<file path="src/hw/rtl/efrr_pkg.sv">
// Shared types, constants and the CRC-8 byte update of the frame receiver.
package efrr_pkg;

    localparam int unsigned BYTE_W          = 8;
    localparam int unsigned LEN_W           = 6;
    localparam int unsigned KEPT_BYTES      = 9;
    localparam int unsigned KEPT_IDX_W      = $clog2(KEPT_BYTES);
    localparam int unsigned MAX_FRAME_BYTES = 32;
    localparam int unsigned CFG_ADDR_W      = 3;
    localparam int unsigned QUEUE_DEPTH     = 2;

    localparam logic [BYTE_W-1:0] CRC_POLY     = 8'h07;
    localparam logic [BYTE_W-1:0] FLAG_MASK    = 8'h03;
    localparam logic [BYTE_W-1:0] REPORT_LEN   = 8'd6;
    localparam logic [BYTE_W-1:0] HEADER_EXTRA = 8'd4;
    localparam logic [LEN_W-1:0]  MIN_LEN      = 6'd4;

    localparam logic [CFG_ADDR_W-1:0] REG_HEADER_BYTE  = 3'd0;
    localparam logic [CFG_ADDR_W-1:0] REG_TAIL_BYTE    = 3'd1;
    localparam logic [CFG_ADDR_W-1:0] REG_ESCAPE_BYTE  = 3'd2;
    localparam logic [CFG_ADDR_W-1:0] REG_ESC_HDR_CODE = 3'd3;
    localparam logic [CFG_ADDR_W-1:0] REG_ESC_TL_CODE  = 3'd4;
    localparam logic [CFG_ADDR_W-1:0] REG_ESC_ESC_CODE = 3'd5;
    localparam logic [CFG_ADDR_W-1:0] REG_VERSION      = 3'd6;
    localparam logic [CFG_ADDR_W-1:0] REG_REPORT_TYPE  = 3'd7;

    typedef enum logic [1:0] {
        MODE_HUNT = 2'd0,
        MODE_RECV = 2'd1,
        MODE_ESC  = 2'd2
    } mode_t;

    typedef struct packed {
        logic [BYTE_W-1:0] header_byte;
        logic [BYTE_W-1:0] tail_byte;
        logic [BYTE_W-1:0] escape_byte;
        logic [BYTE_W-1:0] escaped_header_code;
        logic [BYTE_W-1:0] escaped_tail_code;
        logic [BYTE_W-1:0] escaped_escape_code;
        logic [BYTE_W-1:0] protocol_version;
        logic [BYTE_W-1:0] report_type;
    } cfg_t;

    localparam cfg_t CFG_RESET = '{
        header_byte:         8'd255,
        tail_byte:           8'd254,
        escape_byte:         8'd253,
        escaped_header_code: 8'd1,
        escaped_tail_code:   8'd2,
        escaped_escape_code: 8'd3,
        protocol_version:    8'd1,
        report_type:         8'd1
    };

    typedef struct packed {
        logic [BYTE_W-1:0] data;
        logic              is_header;
        logic              is_tail;
        logic              is_escape;
        logic              is_code_header;
        logic              is_code_tail;
        logic              is_code_escape;
    } tok_t;

    typedef struct packed {
        logic                     target_seen;
        logic                     sw_req_ack;
        logic [BYTE_W-1:0]        ack_id;
        logic signed [15:0]       error_x;
        logic signed [15:0]       error_y;
    } res_t;

    function automatic logic [BYTE_W-1:0] crc8_update(input logic [BYTE_W-1:0] crc,
                                                      input logic [BYTE_W-1:0] b);
        logic [BYTE_W-1:0] c;
        c = crc ^ b;
        for (int i = 0; i < BYTE_W; i++) begin
            if (c[BYTE_W-1]) begin
                c = {c[BYTE_W-2:0], 1'b0} ^ CRC_POLY;
            end else begin
                c = {c[BYTE_W-2:0], 1'b0};
            end
        end
        return c;
    endfunction

endpackage

</file>
<file path="src/hw/rtl/efrr_front.sv">
// Front stage: accept line bytes and classify them against the configured codes.
module efrr_front (
    input  logic           aclk,
    input  logic           aresetn,
    input  efrr_pkg::cfg_t cfg,
    input  logic           s_valid,
    output logic           s_ready,
    input  logic [7:0]     s_rx_byte,
    output logic           tok_valid,
    input  logic           tok_ready,
    output efrr_pkg::tok_t tok
);
    import efrr_pkg::*;

    logic vld_reg;
    logic vld_next;
    tok_t tok_reg;
    tok_t tok_next;

    assign s_ready   = !vld_reg || tok_ready;
    assign tok_valid = vld_reg;
    assign tok       = tok_reg;

    always_comb begin
        tok_next.data           = s_rx_byte;
        tok_next.is_header      = (s_rx_byte == cfg.header_byte);
        tok_next.is_tail        = (s_rx_byte == cfg.tail_byte);
        tok_next.is_escape      = (s_rx_byte == cfg.escape_byte);
        tok_next.is_code_header = (s_rx_byte == cfg.escaped_header_code);
        tok_next.is_code_tail   = (s_rx_byte == cfg.escaped_tail_code);
        tok_next.is_code_escape = (s_rx_byte == cfg.escaped_escape_code);
        if (s_valid && s_ready) begin
            vld_next = 1'b1;
        end else if (tok_ready) begin
            vld_next = 1'b0;
        end else begin
            vld_next = vld_reg;
        end
    end

    always_ff @(posedge aclk) begin
        if (!aresetn) begin
            vld_reg <= 1'b0;
        end else begin
            vld_reg <= vld_next;
        end
        if (s_valid && s_ready) begin
            tok_reg <= tok_next;
        end
    end

endmodule

</file>
<file path="src/hw/rtl/efrr_queue.sv">
// Two-entry word queue between the classifier and the frame engine.
module efrr_queue (
    input  logic           aclk,
    input  logic           aresetn,
    input  logic           in_valid,
    output logic           in_ready,
    input  efrr_pkg::tok_t in_tok,
    output logic           out_valid,
    input  logic           out_ready,
    output efrr_pkg::tok_t out_tok
);
    import efrr_pkg::*;

    localparam int unsigned PTR_W = $clog2(QUEUE_DEPTH);
    localparam int unsigned CNT_W = $clog2(QUEUE_DEPTH + 1);

    tok_t             mem_reg [QUEUE_DEPTH];
    logic [PTR_W-1:0] wr_ptr_reg;
    logic [PTR_W-1:0] wr_ptr_next;
    logic [PTR_W-1:0] rd_ptr_reg;
    logic [PTR_W-1:0] rd_ptr_next;
    logic [CNT_W-1:0] count_reg;
    logic [CNT_W-1:0] count_next;
    logic             wr_en;
    logic             rd_en;

    assign in_ready  = (count_reg != CNT_W'(QUEUE_DEPTH));
    assign out_valid = (count_reg != '0);
    assign out_tok   = mem_reg[rd_ptr_reg];
    assign wr_en     = in_valid && in_ready;
    assign rd_en     = out_valid && out_ready;

    always_comb begin
        wr_ptr_next = wr_ptr_reg;
        rd_ptr_next = rd_ptr_reg;
        count_next  = count_reg;
        if (wr_en) begin
            wr_ptr_next = (wr_ptr_reg == PTR_W'(QUEUE_DEPTH - 1)) ? '0 : wr_ptr_reg + 1'b1;
        end
        if (rd_en) begin
            rd_ptr_next = (rd_ptr_reg == PTR_W'(QUEUE_DEPTH - 1)) ? '0 : rd_ptr_reg + 1'b1;
        end
        if (wr_en && !rd_en) begin
            count_next = count_reg + 1'b1;
        end else if (rd_en && !wr_en) begin
            count_next = count_reg - 1'b1;
        end
    end

    always_ff @(posedge aclk) begin
        if (!aresetn) begin
            wr_ptr_reg <= '0;
            rd_ptr_reg <= '0;
            count_reg  <= '0;
        end else begin
            wr_ptr_reg <= wr_ptr_next;
            rd_ptr_reg <= rd_ptr_next;
            count_reg  <= count_next;
        end
        if (wr_en) begin
            mem_reg[wr_ptr_reg] <= in_tok;
        end
    end

endmodule

</file>
<file path="src/hw/rtl/efrr_back.sv">
// Frame engine: unstuff, track length and CRC, check the frame and hold the report.
module efrr_back #(
    parameter int unsigned MAX_LEN = efrr_pkg::MAX_FRAME_BYTES
) (
    input  logic           aclk,
    input  logic           aresetn,
    input  efrr_pkg::cfg_t cfg,
    input  logic           tok_valid,
    output logic           tok_ready,
    input  efrr_pkg::tok_t tok,
    output logic           res_valid,
    input  logic           res_ready,
    output efrr_pkg::res_t res
);
    import efrr_pkg::*;

    mode_t             mode_reg;
    mode_t             mode_next;
    logic [LEN_W-1:0]  len_reg;
    logic [LEN_W-1:0]  len_next;
    logic [BYTE_W-1:0] crc_reg;
    logic [BYTE_W-1:0] crc_next;
    logic [BYTE_W-1:0] bytes_reg [KEPT_BYTES];
    logic              res_valid_reg;
    logic              res_valid_next;
    res_t              res_reg;
    res_t              res_next;

    logic              go;
    logic              append_en;
    logic [BYTE_W-1:0] append_val;
    logic              drop;
    logic              restart;
    logic              finish;
    logic              frame_ok;
    logic              wr_en;
    logic [BYTE_W-1:0] flags;

    assign go        = tok_valid && (!res_valid_reg || res_ready);
    assign tok_ready = !res_valid_reg || res_ready;
    assign res_valid = res_valid_reg;
    assign res       = res_reg;
    assign flags     = bytes_reg[3];

    always_comb begin
        frame_ok = (len_reg >= MIN_LEN)
                && (bytes_reg[0] == cfg.protocol_version)
                && ({3'b000, len_reg} == ({1'b0, bytes_reg[2]} + {1'b0, HEADER_EXTRA}))
                && (crc_reg == '0)
                && (bytes_reg[1] == cfg.report_type)
                && (bytes_reg[2] == REPORT_LEN)
                && ((flags & ~FLAG_MASK) == '0);
    end

    always_comb begin
        mode_next  = mode_reg;
        len_next   = len_reg;
        crc_next   = crc_reg;
        append_en  = 1'b0;
        append_val = tok.data;
        drop       = 1'b0;
        restart    = 1'b0;
        finish     = 1'b0;
        wr_en      = 1'b0;
        case (mode_reg)
            MODE_HUNT: begin
                if (tok.is_header) begin
                    restart   = 1'b1;
                    mode_next = MODE_RECV;
                end
            end
            MODE_RECV: begin
                if (tok.is_tail) begin
                    finish = 1'b1;
                    drop   = 1'b1;
                end else if (tok.is_header) begin
                    restart = 1'b1;
                end else if (tok.is_escape) begin
                    mode_next = MODE_ESC;
                end else begin
                    append_en = 1'b1;
                end
            end
            MODE_ESC: begin
                mode_next = MODE_RECV;
                if (tok.is_code_header) begin
                    append_en  = 1'b1;
                    append_val = cfg.header_byte;
                end else if (tok.is_code_tail) begin
                    append_en  = 1'b1;
                    append_val = cfg.tail_byte;
                end else if (tok.is_code_escape) begin
                    append_en  = 1'b1;
                    append_val = cfg.escape_byte;
                end else begin
                    drop = 1'b1;
                end
            end
            default: begin
                drop = 1'b1;
            end
        endcase
        if (append_en) begin
            if ({26'd0, len_reg} >= 32'(MAX_LEN)) begin
                drop = 1'b1;
            end else begin
                wr_en    = (len_reg < LEN_W'(KEPT_BYTES));
                crc_next = crc8_update(crc_reg, append_val);
                len_next = len_reg + 1'b1;
            end
        end
        if (restart || drop) begin
            len_next = '0;
            crc_next = '0;
        end
        if (drop) begin
            mode_next = MODE_HUNT;
        end
    end

    always_comb begin
        res_next.target_seen = flags[0];
        res_next.sw_req_ack  = flags[1];
        res_next.ack_id      = flags[1] ? bytes_reg[8] : '0;
        res_next.error_x     = flags[0] ? {bytes_reg[5], bytes_reg[4]} : '0;
        res_next.error_y     = flags[0] ? {bytes_reg[7], bytes_reg[6]} : '0;
        if (go && finish && frame_ok) begin
            res_valid_next = 1'b1;
        end else if (res_ready) begin
            res_valid_next = 1'b0;
        end else begin
            res_valid_next = res_valid_reg;
        end
    end

    always_ff @(posedge aclk) begin
        if (!aresetn) begin
            mode_reg      <= MODE_HUNT;
            len_reg       <= '0;
            crc_reg       <= '0;
            res_valid_reg <= 1'b0;
        end else begin
            res_valid_reg <= res_valid_next;
            if (go) begin
                mode_reg <= mode_next;
                len_reg  <= len_next;
                crc_reg  <= crc_next;
            end
        end
        if (go && wr_en) begin
            bytes_reg[len_reg[KEPT_IDX_W-1:0]] <= append_val;
        end
        if (go && finish && frame_ok) begin
            res_reg <= res_next;
        end
    end

    a_len_bounded: assert property (@(posedge aclk) disable iff (!aresetn)
        {26'd0, len_reg} <= 32'(MAX_LEN))
        else $error("frame length beyond limit");

    a_hunt_len_zero: assert property (@(posedge aclk) disable iff (!aresetn)
        (mode_reg == MODE_HUNT) |-> (len_reg == '0 && crc_reg == '0))
        else $error("hunt mode with frame state left over");

    a_report_after_tail: assert property (@(posedge aclk) disable iff (!aresetn)
        $rose(res_valid_reg) |-> $past(go && tok.is_tail && mode_reg == MODE_RECV))
        else $error("report raised without a tail word");

    a_escape_entry: assert property (@(posedge aclk) disable iff (!aresetn)
        (go && mode_reg == MODE_RECV && !tok.is_tail && !tok.is_header && tok.is_escape)
        |=> (mode_reg == MODE_ESC))
        else $error("escape word did not enter escape mode");

endmodule

</file>
<file path="src/hw/rtl/escaped_frame_report_receiver_core.sv">
// Throughput: one byte per cycle unless a report waits on m_ready; the frame engine updates the
// CRC and checks the tail in one step, and a closing byte's result lands in the report register.
// A classifier register and a two-word queue decouple the input from the frame engine.
// Reset: synchronous, active low; parser hunts for a header, length and CRC clear,
// configuration returns to its defaults; the kept frame bytes are not cleared.
module escaped_frame_report_receiver_core #(
    parameter int unsigned MAX_LEN = efrr_pkg::MAX_FRAME_BYTES
) (
    input  logic                          aclk,
    input  logic                          aresetn,
    input  logic                          cfg_we,
    input  logic [efrr_pkg::CFG_ADDR_W-1:0] cfg_addr,
    input  logic [7:0]                    cfg_wdata,
    input  logic                          s_valid,
    output logic                          s_ready,
    input  logic [7:0]                    s_rx_byte,
    output logic                          m_valid,
    input  logic                          m_ready,
    output logic                          m_target_seen,
    output logic                          m_sw_req_ack,
    output logic [7:0]                    m_ack_id,
    output logic signed [15:0]            m_error_x,
    output logic signed [15:0]            m_error_y
);
    import efrr_pkg::*;

    cfg_t cfg_reg;
    cfg_t cfg_next;
    tok_t front_tok;
    tok_t queue_tok;
    logic front_valid;
    logic front_ready;
    logic queue_valid;
    logic queue_ready;
    res_t res;

    always_comb begin
        cfg_next = cfg_reg;
        if (cfg_we) begin
            case (cfg_addr)
                REG_HEADER_BYTE:  cfg_next.header_byte         = cfg_wdata;
                REG_TAIL_BYTE:    cfg_next.tail_byte           = cfg_wdata;
                REG_ESCAPE_BYTE:  cfg_next.escape_byte         = cfg_wdata;
                REG_ESC_HDR_CODE: cfg_next.escaped_header_code = cfg_wdata;
                REG_ESC_TL_CODE:  cfg_next.escaped_tail_code   = cfg_wdata;
                REG_ESC_ESC_CODE: cfg_next.escaped_escape_code = cfg_wdata;
                REG_VERSION:      cfg_next.protocol_version    = cfg_wdata;
                REG_REPORT_TYPE:  cfg_next.report_type         = cfg_wdata;
                default:          cfg_next = cfg_reg;
            endcase
        end
    end

    always_ff @(posedge aclk) begin
        if (!aresetn) begin
            cfg_reg <= CFG_RESET;
        end else begin
            cfg_reg <= cfg_next;
        end
    end

    efrr_front u_front (
        .aclk      (aclk),
        .aresetn   (aresetn),
        .cfg       (cfg_reg),
        .s_valid   (s_valid),
        .s_ready   (s_ready),
        .s_rx_byte (s_rx_byte),
        .tok_valid (front_valid),
        .tok_ready (front_ready),
        .tok       (front_tok)
    );

    efrr_queue u_queue (
        .aclk      (aclk),
        .aresetn   (aresetn),
        .in_valid  (front_valid),
        .in_ready  (front_ready),
        .in_tok    (front_tok),
        .out_valid (queue_valid),
        .out_ready (queue_ready),
        .out_tok   (queue_tok)
    );

    efrr_back #(
        .MAX_LEN (MAX_LEN)
    ) u_back (
        .aclk      (aclk),
        .aresetn   (aresetn),
        .cfg       (cfg_reg),
        .tok_valid (queue_valid),
        .tok_ready (queue_ready),
        .tok       (queue_tok),
        .res_valid (m_valid),
        .res_ready (m_ready),
        .res       (res)
    );

    assign m_target_seen = res.target_seen;
    assign m_sw_req_ack  = res.sw_req_ack;
    assign m_ack_id      = res.ack_id;
    assign m_error_x     = res.error_x;
    assign m_error_y     = res.error_y;

endmodule

</file>
<file path="config.mk">
export PLATFORM = sky130hd
export DESIGN_NAME = escaped_frame_report_receiver_core
export DESIGN_NICKNAME = d
export VERILOG_FILES = /design/src/hw/rtl/efrr_pkg.sv /design/src/hw/rtl/efrr_front.sv /design/src/hw/rtl/efrr_queue.sv /design/src/hw/rtl/efrr_back.sv /design/src/hw/rtl/escaped_frame_report_receiver_core.sv
export SDC_FILE = /design/constraint.sdc
export NUM_CORES = 1
export LEC_CHECK = 0
export BUFFER_PORTS_ARGS = -buffer_cell sky130_fd_sc_hd__buf_2
export CORE_MARGIN = 1.5
export CORE_UTILIZATION = 40
export CTS_CLUSTER_DIAMETER = 60
export CTS_CLUSTER_SIZE = 25
export DETAILED_ROUTE_END_ITERATION = 6
export GPL_ROUTABILITY_DRIVEN = 0
export SLEW_MARGIN = 0
export SYNTH_ARGS = -nofsm -noshare
export SYNTH_HDL_FRONTEND = slang
export SYNTH_SLANG_ARGS = --single-unit
</file>
<file path="constraint.sdc">
create_clock -name aclk -period 6.33 [get_ports aclk]
set_input_delay 0.633 -clock aclk [delete_from_list [all_inputs] [get_ports aclk]]
set_output_delay 0.633 -clock aclk [all_outputs]
set_load 0.02 [all_outputs]
</file>
======== Word-level counts from Yosys, hierarchy flattened ========
Memory sizes are Yosys's and may differ from the RTL's. A register that Yosys moved wholly into a read port is not among the register bits.
Index checks and enable logic that the tools add are counted.
operators by class
  add/sub/neg operators ................... 6
  $lt $le $gt $ge ......................... 3
  equality and inequality tests ........... 25
  multiplexer cells ....................... 72
  bitwise operators ....................... 9
  reduce and logical (&&, ||, !) cells .... 46
operators with widths
  cell                   number
  $mux W8                21
  $eq A8 B8 Y1           8
  $mux W1                29
  $mux W3                8
  $not A3 Y3             8
  $mux W6                3
  $logic_not A8 Y1       2
  $reduce_and A2 Y1      8
  $logic_and A1 B1 Y1    14
  $mux W2                7
  $eq A3 B3 Y1 const B   4
  $ne A3 B2 Y1 const B   4
  $reduce_bool A2 Y1     5
  $add A8 B3 Y9 const B  1
  $eq A6 B9 Y1           1
  $logic_not A1 Y1       9
  $eq A8 B3 Y1 const B   1
  $xor A8 B8 Y8          1
  $add A6 B1 Y6 const B  1
  $eq A3 B2 Y1 const B   2
  $ge A6 B3 Y1 const B   1
  $ge A6 B6 Y1 const B   1
  $lt A6 B4 Y1 const B   1
  $pmux W2 S3            1
  15 further kinds       20
storage, ports and cells
  flip-flop bits (word level) ............. 102
  RAM bits ................................ 100
  bits of input ports ..................... 24
  output and inout port bits .............. 44
  word-level logic and storage cells ...... 188
  memories ................................ 2
memory list
  name              words  bits a word  read ports  clocked after Yosys merged registers in  wr ports  line              RTL
  u_back.bytes_reg  9      8            9           5                                        1         efrr_back.sv:23   logic [BYTE_W-1:0] bytes_reg [KEPT_BYTES];
  u_queue.mem_reg   2      14           1           1                                        1         efrr_queue.sv:17  tok_t mem_reg [QUEUE_DEPTH];

======== Longest topological paths before layout ========
Gate-level depths: netlist of run 1.
  depth in word-level cells ............... 38
  gate-level depth with buffers ........... 11
  mapped depth without buffers ............ 10

======== Hierarchy ========
Synthesis of run 1 repeated with hierarchy kept, for this count alone.
second synthesis, totals
  cell total of the unflattened synthesis .. 810
  area total of the unflattened synthesis .. 10,533.9 um^2
modules (own cells, without submodules)
  module                              times used  cells each  area an instance (um^2)  sequential area each (um^2)
  efrr_back                           1           411         5,695.5                  3,763.6
  escaped_frame_report_receiver_core  1           239         2,523.7                  1,281.2
  efrr_queue                          1           67          1,246.2                  940.9
  efrr_front                          1           93          1,068.5                  440.4

======== Least setup slack after synthesis of run 1 ========
No wires, ideal clock.
  path kind ............................... register to register
  from .................................... register u_back.crc_reg[6]
  to ...................................... register, netlist name u_back.res[0]
  library setup time ...................... 0.443 ns
  arrival ................................. 3.426 ns
  data required time ...................... 5.887 ns
  setup slack ............................. 2.461 ns
  stages on the path, launching flop included .. 7
  buffers on the path ..................... 1
  period minus slack after synthesis ...... 3.869 ns
  path through ............................ dfxtp_1 clkdlybuf4s50_2 nor4b_1 nand4_1 nor4_1 nand4_1 nor2_1
between the ends
  longest elaborated chain between the ends .. 6
RTL lines
  element                   line              RTL
  start: declaration        efrr_back.sv:21   logic [BYTE_W-1:0] crc_reg;
  start signal: assignment  efrr_back.sv:147  crc_reg <= crc_next;
  $logic_not A8 Y1          efrr_back.sv:49   && (crc_reg == '0)
  $logic_and A1 B1 Y1       efrr_back.sv:49
  $logic_and A1 B1 Y1       efrr_back.sv:50   && (bytes_reg[1] == cfg.report_type)
  $logic_and A1 B1 Y1       efrr_back.sv:51   && (bytes_reg[2] == REPORT_LEN)
  $logic_and A1 B1 Y1       efrr_back.sv:52   && ((flags & ~FLAG_MASK) == '0);
  $logic_and A1 B1 Y1       efrr_back.sv:153  if (go && finish && frame_ok) begin
Every way passes these cells.
A chain may end at the register's enable or synchronous reset.

==> results of run 1 <==
placed cells by master (no fill, tap or decap), drive strengths merged, types with 23 or more instances in the layout:
cell    count
edfxtp    156
nand2     146
dfxtp      87
xnor2      79
buf        72
and2       50
nand3      44
a21boi     39
nor2       34
nand4      24
inv        23
area by class of cell:
type	count	share of cell area
clock buffers	22	0.0454
clock inverters	14	0.0129
inverters	18	0.00580
multi-input cells	573	0.317
flip-flops and latches	243	0.551
well taps	330	0.0354
repair buffers	72	0.0320
cells in the mapped netlist (16+ instances only):
master    number  share of area
nand4_1       24          0.014
inv_1         17         0.0061
and2_1        47          0.028
a21oi_1       16         0.0077
dfxtp_1       87           0.17
edfxtp_1     156           0.45
nor2_1        33          0.012
nand2_1      145          0.052
nand3_1       44          0.021
xnor2_1       77          0.065
a21boi_0      39          0.028
clkbuf_1      25         0.0090
worst max-delay path: cells and delay by family, from the launching register on:
| kind | cells | cell delay, ns |
|---|---|---|
| buffers and inverters | 1 | 0.30 |
| flip-flops | 1 | 0.31 |
| XOR/XNOR | 2 | 0.69 |
| multiplexers | 1 | 0.42 |
| AO/OA/AOI/OAI | 2 | 0.84 |
| AND/OR/NAND/NOR | 2 | 0.38 |
worst paths after layout:
check | start | end | slack (ns) | depth (start not counted)
max | register | u_back.crc_reg[2]$_SDFFE_PN0P_ | 3.32 | 8
min | s_valid | u_front.tok_valid$_SDFFE_PN0P_ | 0.37 | 3
max reg2reg | register | u_back.crc_reg[2]$_SDFFE_PN0P_ | 3.32 | 8
min reg2reg | u_front.tok[4]$_DFFE_PP_ | u_queue.mem_reg[1][4]$_DFFE_PP_ | 0.44 | 0
cell families after synthesis:
kind of cell               synth area share
buffers and inverters                0.0256
xor gates and xnor gates             0.0831
adders and majority gates            0.0133
DFF                                   0.619
and+or+nand+nor                       0.169
AOI/OAI and AO/OA                    0.0740
muxes                                0.0164
per-layer routing:
| layer | vias to the layer above | share of wire | wire length [µm] |
|---|---|---|---|
| li1 | 3175 | - | - |
| met1 | 3064 | 0.45 | 10000 |
| met2 | 145 | 0.48 | 10500 |
| met3 | 43 | 0.041 | 894 |
| met4 | 0 | 0.030 | 657 |
| met5 | - | 0 | 0 |
power groups by stage:
stage	Clock [W]	Combinational, W	Sequential, W
5_1_grt	0.00137	0.000621	0.00181
3_5_place_dp	0	0.000567	0.00184
2_1_floorplan	0	0.000419	0.00183
4_1_cts	0.00131	0.000572	0.00180
3_3_place_gp	0	0.000558	0.00184
6_report	0.00128	0.000566	0.00180
through the flow:
stage | util | instance area [µm²] | total power, W | std cells | setup WS [ns]
3_5_place_dp | 0.433 | 11000 | 0.00241 | 1236 | 3.20
4_1_cts | 0.460 | 11700 | 0.00369 | 1272 | 3.32
2_1_floorplan | - | 10400 | 0.00225 | 874 | 2.46
6_report | 0.460 | 11700 | 0.00365 | 1272 | 3.32
5_1_grt | 0.460 | 11700 | 0.00380 | 1272 | 3.11
3_3_place_gp | 0.433 | 11000 | 0.00240 | 1236 | 3.28
==> flow_summary.yaml, run 1 <==
flow_run:
  max_cap_viol_count: 0
global_route:
  grtUsageTotal: 0.169
  antenna_found_initial: 0
  grt_max_degree: 62
  number_of_global_route_vias_before_repair: 6163
  gr-usage-met1: 0.226
  globalRouteMet2Util: 0.286
  grt_pass1_wl_um: 34800
  global_route_track_usage_on_met3: 0.0197
  busiest_layer: "met2"
  globalRouteOverflowTotal: 0
timing:
  worst_slew_margin_rel: 0.222
  slew_violations: 0
  grt_setup_unrepaired: "no"
  hold_viol: 0
  timing.final.setup_violations: 0
  fin_worst_skew_ns: 0.0261
  max_slew.worst_pin.slew_ns: 1.16
  peak_freq_ghz: 0.332
  period_minus_slack_ns: 3.01
  post-route-period-util: 0.475
  timing.setup.tns_ns: 0
  hold_slack_ns: 0.369
routing:
  drtIter0Drc: 453
  residual_drc_count: 0
  totalWireLength_um: 22100
  post_drt_wl_per_cell_um: 17.3
  num_vias: 6427
  final_antenna_net_count: 0
  drtPass1Iterations: 5
  detail_route.vias_per_cell: 5.05
critical_path:
  worst-endpoint-required_ns: 6.78
  nature_of_the_critical_path_endpoint: "register"
  critical_path.startpoint_type: "register"
  critical_path_peak_fanout: 22
  worst-endpoint-arrival_ns: 3.46
  worst_path_max_delay_cell: "a22oi_2"
  path_cells: "buf_4, mux2i_4, o221ai_1, a22oi_2, xor3_2, xnor2_1, or3_1, nand3_1"
  delay_of_the_slowest_critical_path_stage_ns: 0.64
  setup.worst_path.class: "register to register"
floorplanning:
  row_count: 58
  core_region_area_um2: 25300
  ios: 68
  die_wd_um: 164
  initial_core_utilization: 0.410
  design.die.area_um2: 26900
  floorplan.die.height_um: 164
pwr:
  sequentialPowerShare: 0.494
  power_report.internal_total_w: 0.00266
  clock_power_share: 0.351
  power.share.switching: 0.271
  total_net_switching_power_w: 0.000991
  power_leakage_nw: 4.02
  cellPowerDensity_nw_per_um2: 313
  combPwrFrac: 0.155
  irDropWorstVdd_mv: 0.222
synthesis:
  synth-seq-cells: 243
  synth.net_count: 909
  yosys_most_used_dff: "edfxtp_1"
  netlist_area_um2: 10400
  synth_edf_count: 156
  postSynthCellCount: 874
  netlist-cell-type-count: 69
  post_synth.cell_area_avg_um2: 11.9
  synth.yosys.seq_area_share: 0.619
  asyncSetResetFlopFracSynth: 0
  yosys_warnings: 0
clock_network:
  insertion_delay_ns: 0.52
  cts_tree: "built"
  cts.root.buffer_cell: "clkbuf_16"
  clk_transition_reported_paths_ns: 0.08
  clock-sinks: 243
  h-tree-depth: 1
  cts-buffers-inserted: 20
  cts_repair_resize_count: 0
  clock_path_buffers: 3
  postCtsHoldBufs: 0
  cts_post_setup_buffers_inserted: 0
placement:
  dp_hpwl_um: 14800
  io_buffer_count: 67
cells_and_area:
  seq_area_um2: 6430
  largest_reg_flops: 72
  n_antenna_cell: 0
  flow.area_growth_from_synthesis_pct: 12.3
  drive_above_1_share: 0.139
  fillerInstances: 2329
  multiInputGateArea_um2: 3700
  num-nets-final: 963
min_path:
  min_path_type: "primary input to register"
run_status:
  status: "finished, final reports clean"
Power figures use the tool's default switching activity.
==> inputs of run 2 (changes only) <==
Settings changed: ABC_AREA set to 1.
Clock period 6.33 ns to 2.5 ns, I/O delays scaled along.
==> flow_summary.yaml, run 2 <==
timing:
  hold_viol: 0
  timing.final.setup_violations: 0
  max_slew.worst_pin.slew_ns: 0.653
  final_critical_path_setup_slack_ns: 0.186
  grt_setup_unrepaired: "no"
  worst_slew_margin_rel: 0.564
  fin_worst_skew_ns: 0.0192
  peak_freq_ghz: 0.432
  post-route-period-util: 0.926
  timing.setup.tns_ns: 0
  slew_violations: 0
  period_minus_slack_ns: 2.31
critical_path:
  path_cells: "ha_1, xnor2_1, xnor2_1, nor4_2, nand2_1, nor3_1, nand4_1, clkinvlp_4, buf_12"
  timing.reg2reg.worst_path_depth: 9
  critical_path_peak_fanout: 24
  r2r_setup_slack_ns: 0.19
  worst-endpoint-arrival_ns: 2.53
  regToRegStartpoint: "u_back.bytes_reg[2][2]$_DFFE_PP_"
  cp_common_cell: "xnor2_1"
  critical_path.startpoint_type: "register"
  worst-endpoint-required_ns: 2.72
  setup.worst_path.class: "register to register"
  worst_path_max_delay_cell: "edfxtp_1"
  reg2reg_to: "u_back.res[3]$_SDFFCE_PN0P_"
  nature_of_the_critical_path_endpoint: "register"
  delay_of_the_slowest_critical_path_stage_ns: 0.45
pwr:
  power_leakage_nw: 5.06
  fin_total_pwr_w: 0.0112
  irDropWorstVdd_mv: 0.543
  cellPowerDensity_nw_per_um2: 915
placement:
  dp_hpwl_um: 16600
  io_buffer_count: 67
  placed_cell_count: 1460
  preCtsSetupSlack_ns: 0.127
clock_network:
  insertion_delay_ns: 0.52
  cts.root.buffer_cell: "clkbuf_16"
  cts_tree: "built"
  clock_path_buffers: 3
  cts-buffers-inserted: 22
  clk_transition_reported_paths_ns: 0.08
  postCtsHoldBufs: 0
  h-tree-depth: 1
  clock-sinks: 243
flow_run:
  max_cap_viol_count: 0
global_route:
  globalRouteOverflowTotal: 0
  number_of_global_route_vias_before_repair: 6922
  grt_pass1_wl_um: 37500
  antenna_found_initial: 0
  grtUsageTotal: 0.179
  grt_max_degree: 65
min_path:
  min_path_cells: 3
  timing.hold.worst.start: "s_valid"
  min_path_type: "primary input to register"
  worst_hold_path.endpoint: "u_front.tok_valid$_SDFFE_PN0P_"
floorplanning:
  initial_core_utilization: 0.406
  floorplan.die.height_um: 165
  core_region_area_um2: 26000
  ios: 68
  row_count: 59
  die_wd_um: 165
  design.die.area_um2: 27400
synthesis:
  postSynthCellCount: 1065
  asyncSetResetFlopFracSynth: 0
  ys_top_cells_by_count: "nand2_1 (206), edfxtp_1 (156), inv_1 (120), nor2_1 (120), dfxtp_1 (87)"
  synth_top_cells_by_area: "edfxtp_1 (44%), dfxtp_1 (16%), nand2_1 (7.3%)"
  post_synth.cell_area_avg_um2: 9.91
  yosys.area.top_type: "edfxtp_1"
  yosys_most_used_dff: "edfxtp_1"
  synthMostInstantiatedCell: "nand2_1"
  yosys_warnings: 0
  synth_top_area_share: 0.444
  synth.net_count: 1100
  synth-seq-cells: 243
  synth_edf_count: 156
  synth.yosys.seq_area_share: 0.609
  netlist-cell-type-count: 49
  netlist_area_um2: 10600
cells_and_area:
  final_cell_mix: "nand2_1 (206), edfxtp_1 (156), nor2_1 (120)"
  num-nets-final: 1184
  commonest_non_fill_non_tap_cell_in_the_layout: "nand2_1"
  seq_area_um2: 6430
  largest_reg_flops: 72
  fillerInstances: 2463
  flow.area_growth_from_synthesis_pct: 15.9
  n_antenna_cell: 0
  multiInputGateArea_um2: 3490
  layoutNonFillerInstCount: 1500
  drive_above_1_share: 0.173
routing:
  final_antenna_net_count: 0
  drtIter0Drc: 479
  detail_route.vias_per_cell: 4.97
  residual_drc_count: 0
  num_vias: 7451
  totalWireLength_um: 24000
  post_drt_wl_per_cell_um: 16.0
  drtPass1Iterations: 5
run_status:
  status: "finished, final reports clean"
-- run 2: changes by cell type after synthesis, sizes merged, moves of 11 or more --
cell / previous run / this run
nand3: 44 / 62
nor2: 34 / 122
a21boi: 39 / 0
nand2b: 11 / 0
xnor2: 79 / 42
inv: 17 / 126
nand2: 146 / 243
a21oi: 16 / 36
and2: 50 / 0
o21ai: 16 / 60
-- run 2: kinds of logic (layout without fill, tap and decap cells) --
family,Yosys count,in the layout,share of synthesized area
AOI/OAI and AO/OA,111,111,0.0595
adders and majority gates,11,11,0.0130
and+or+nand+nor,477,477,0.204
xor gates and xnor gates,56,56,0.0486
muxes,4,4,0.00379
DFF,243,243,0.609
buffers and inverters,163,263,0.0621
-- run 2: routing by layer --
metal / up-vias / part of all wire / track usage
met5: - / 0 / 0
met3: 30 / 0.058 / 0.0257
met4: 0 / 0.014 / 0.0381
met2: 209 / 0.46 / 0.294
met1: 3534 / 0.47 / 0.253
li1: 3678 / - / -
-- run 2: worst max path at each step --
stage | startpoint | to | cells past startpoint | slack [ns]
2_1_floorplan | register | u_back.bytes_reg[1][0]$_DFFE_PP_ | 10 | 0.08
3_3_place_gp | u_back.bytes_reg[2][2]$_DFFE_PP_ | u_back.res[3]$_SDFFCE_PN0P_ | 9 | 0.11
6_report | u_back.bytes_reg[2][2]$_DFFE_PP_ | u_back.res[3]$_SDFFCE_PN0P_ | 9 | 0.19
4_1_cts | register | u_back.bytes_reg[1][3]$_DFFE_PP_ | 11 | 0.08
3_5_place_dp | register | u_back.bytes_reg[1][2]$_DFFE_PP_ | 11 | 0.13
5_1_grt | u_back.mode_reg[1]$_SDFFE_PN0P_ | u_back.bytes_reg[1][3]$_DFFE_PP_ | 9 | 0.06
-- run 2: cell type report --
class / count / share of cell area
multi-input cells: 659 / 0.285
repair buffers: 95 / 0.0487
clock buffers: 23 / 0.0470
well taps: 335 / 0.0342
clock inverters: 17 / 0.0198
inverters: 128 / 0.0400
flip-flops and latches: 243 / 0.525
-- run 2: metrics by stage --
stage	hold slack [ns]	util	cell area (µm²)
global route	0.0744	0.471	12200
CTS	0.0543	0.470	12200
detailed placement	0.430	0.439	11400
global placement	0.425	0.439	11400
floorplan	0.349	-	10600
finish	0.0606	0.471	12200
-- run 2: what timing repair did --
action / 4_1_cts / 5_1_grt
endpoints found under the setup margin: 0 / 64
setup buffers: 0 / 0
gates resized for setup: 0 / 3
-- run 2: worst max-delay path: cells and delay by family (launching register included) --
kind	cells	cell delay [ns]
simple gates	4	0.64
flops	1	0.45
buf+inv	2	0.35
xor+xnor	2	0.32
fa+ha+maj	1	0.26
-- run 2: power breakdown --
group	switching (W)	total (W)	internal, W
clock network	0.00174	0.00367	0.00193
logic	0.00188	0.00275	0.000869
registers	0.000161	0.00478	0.00462
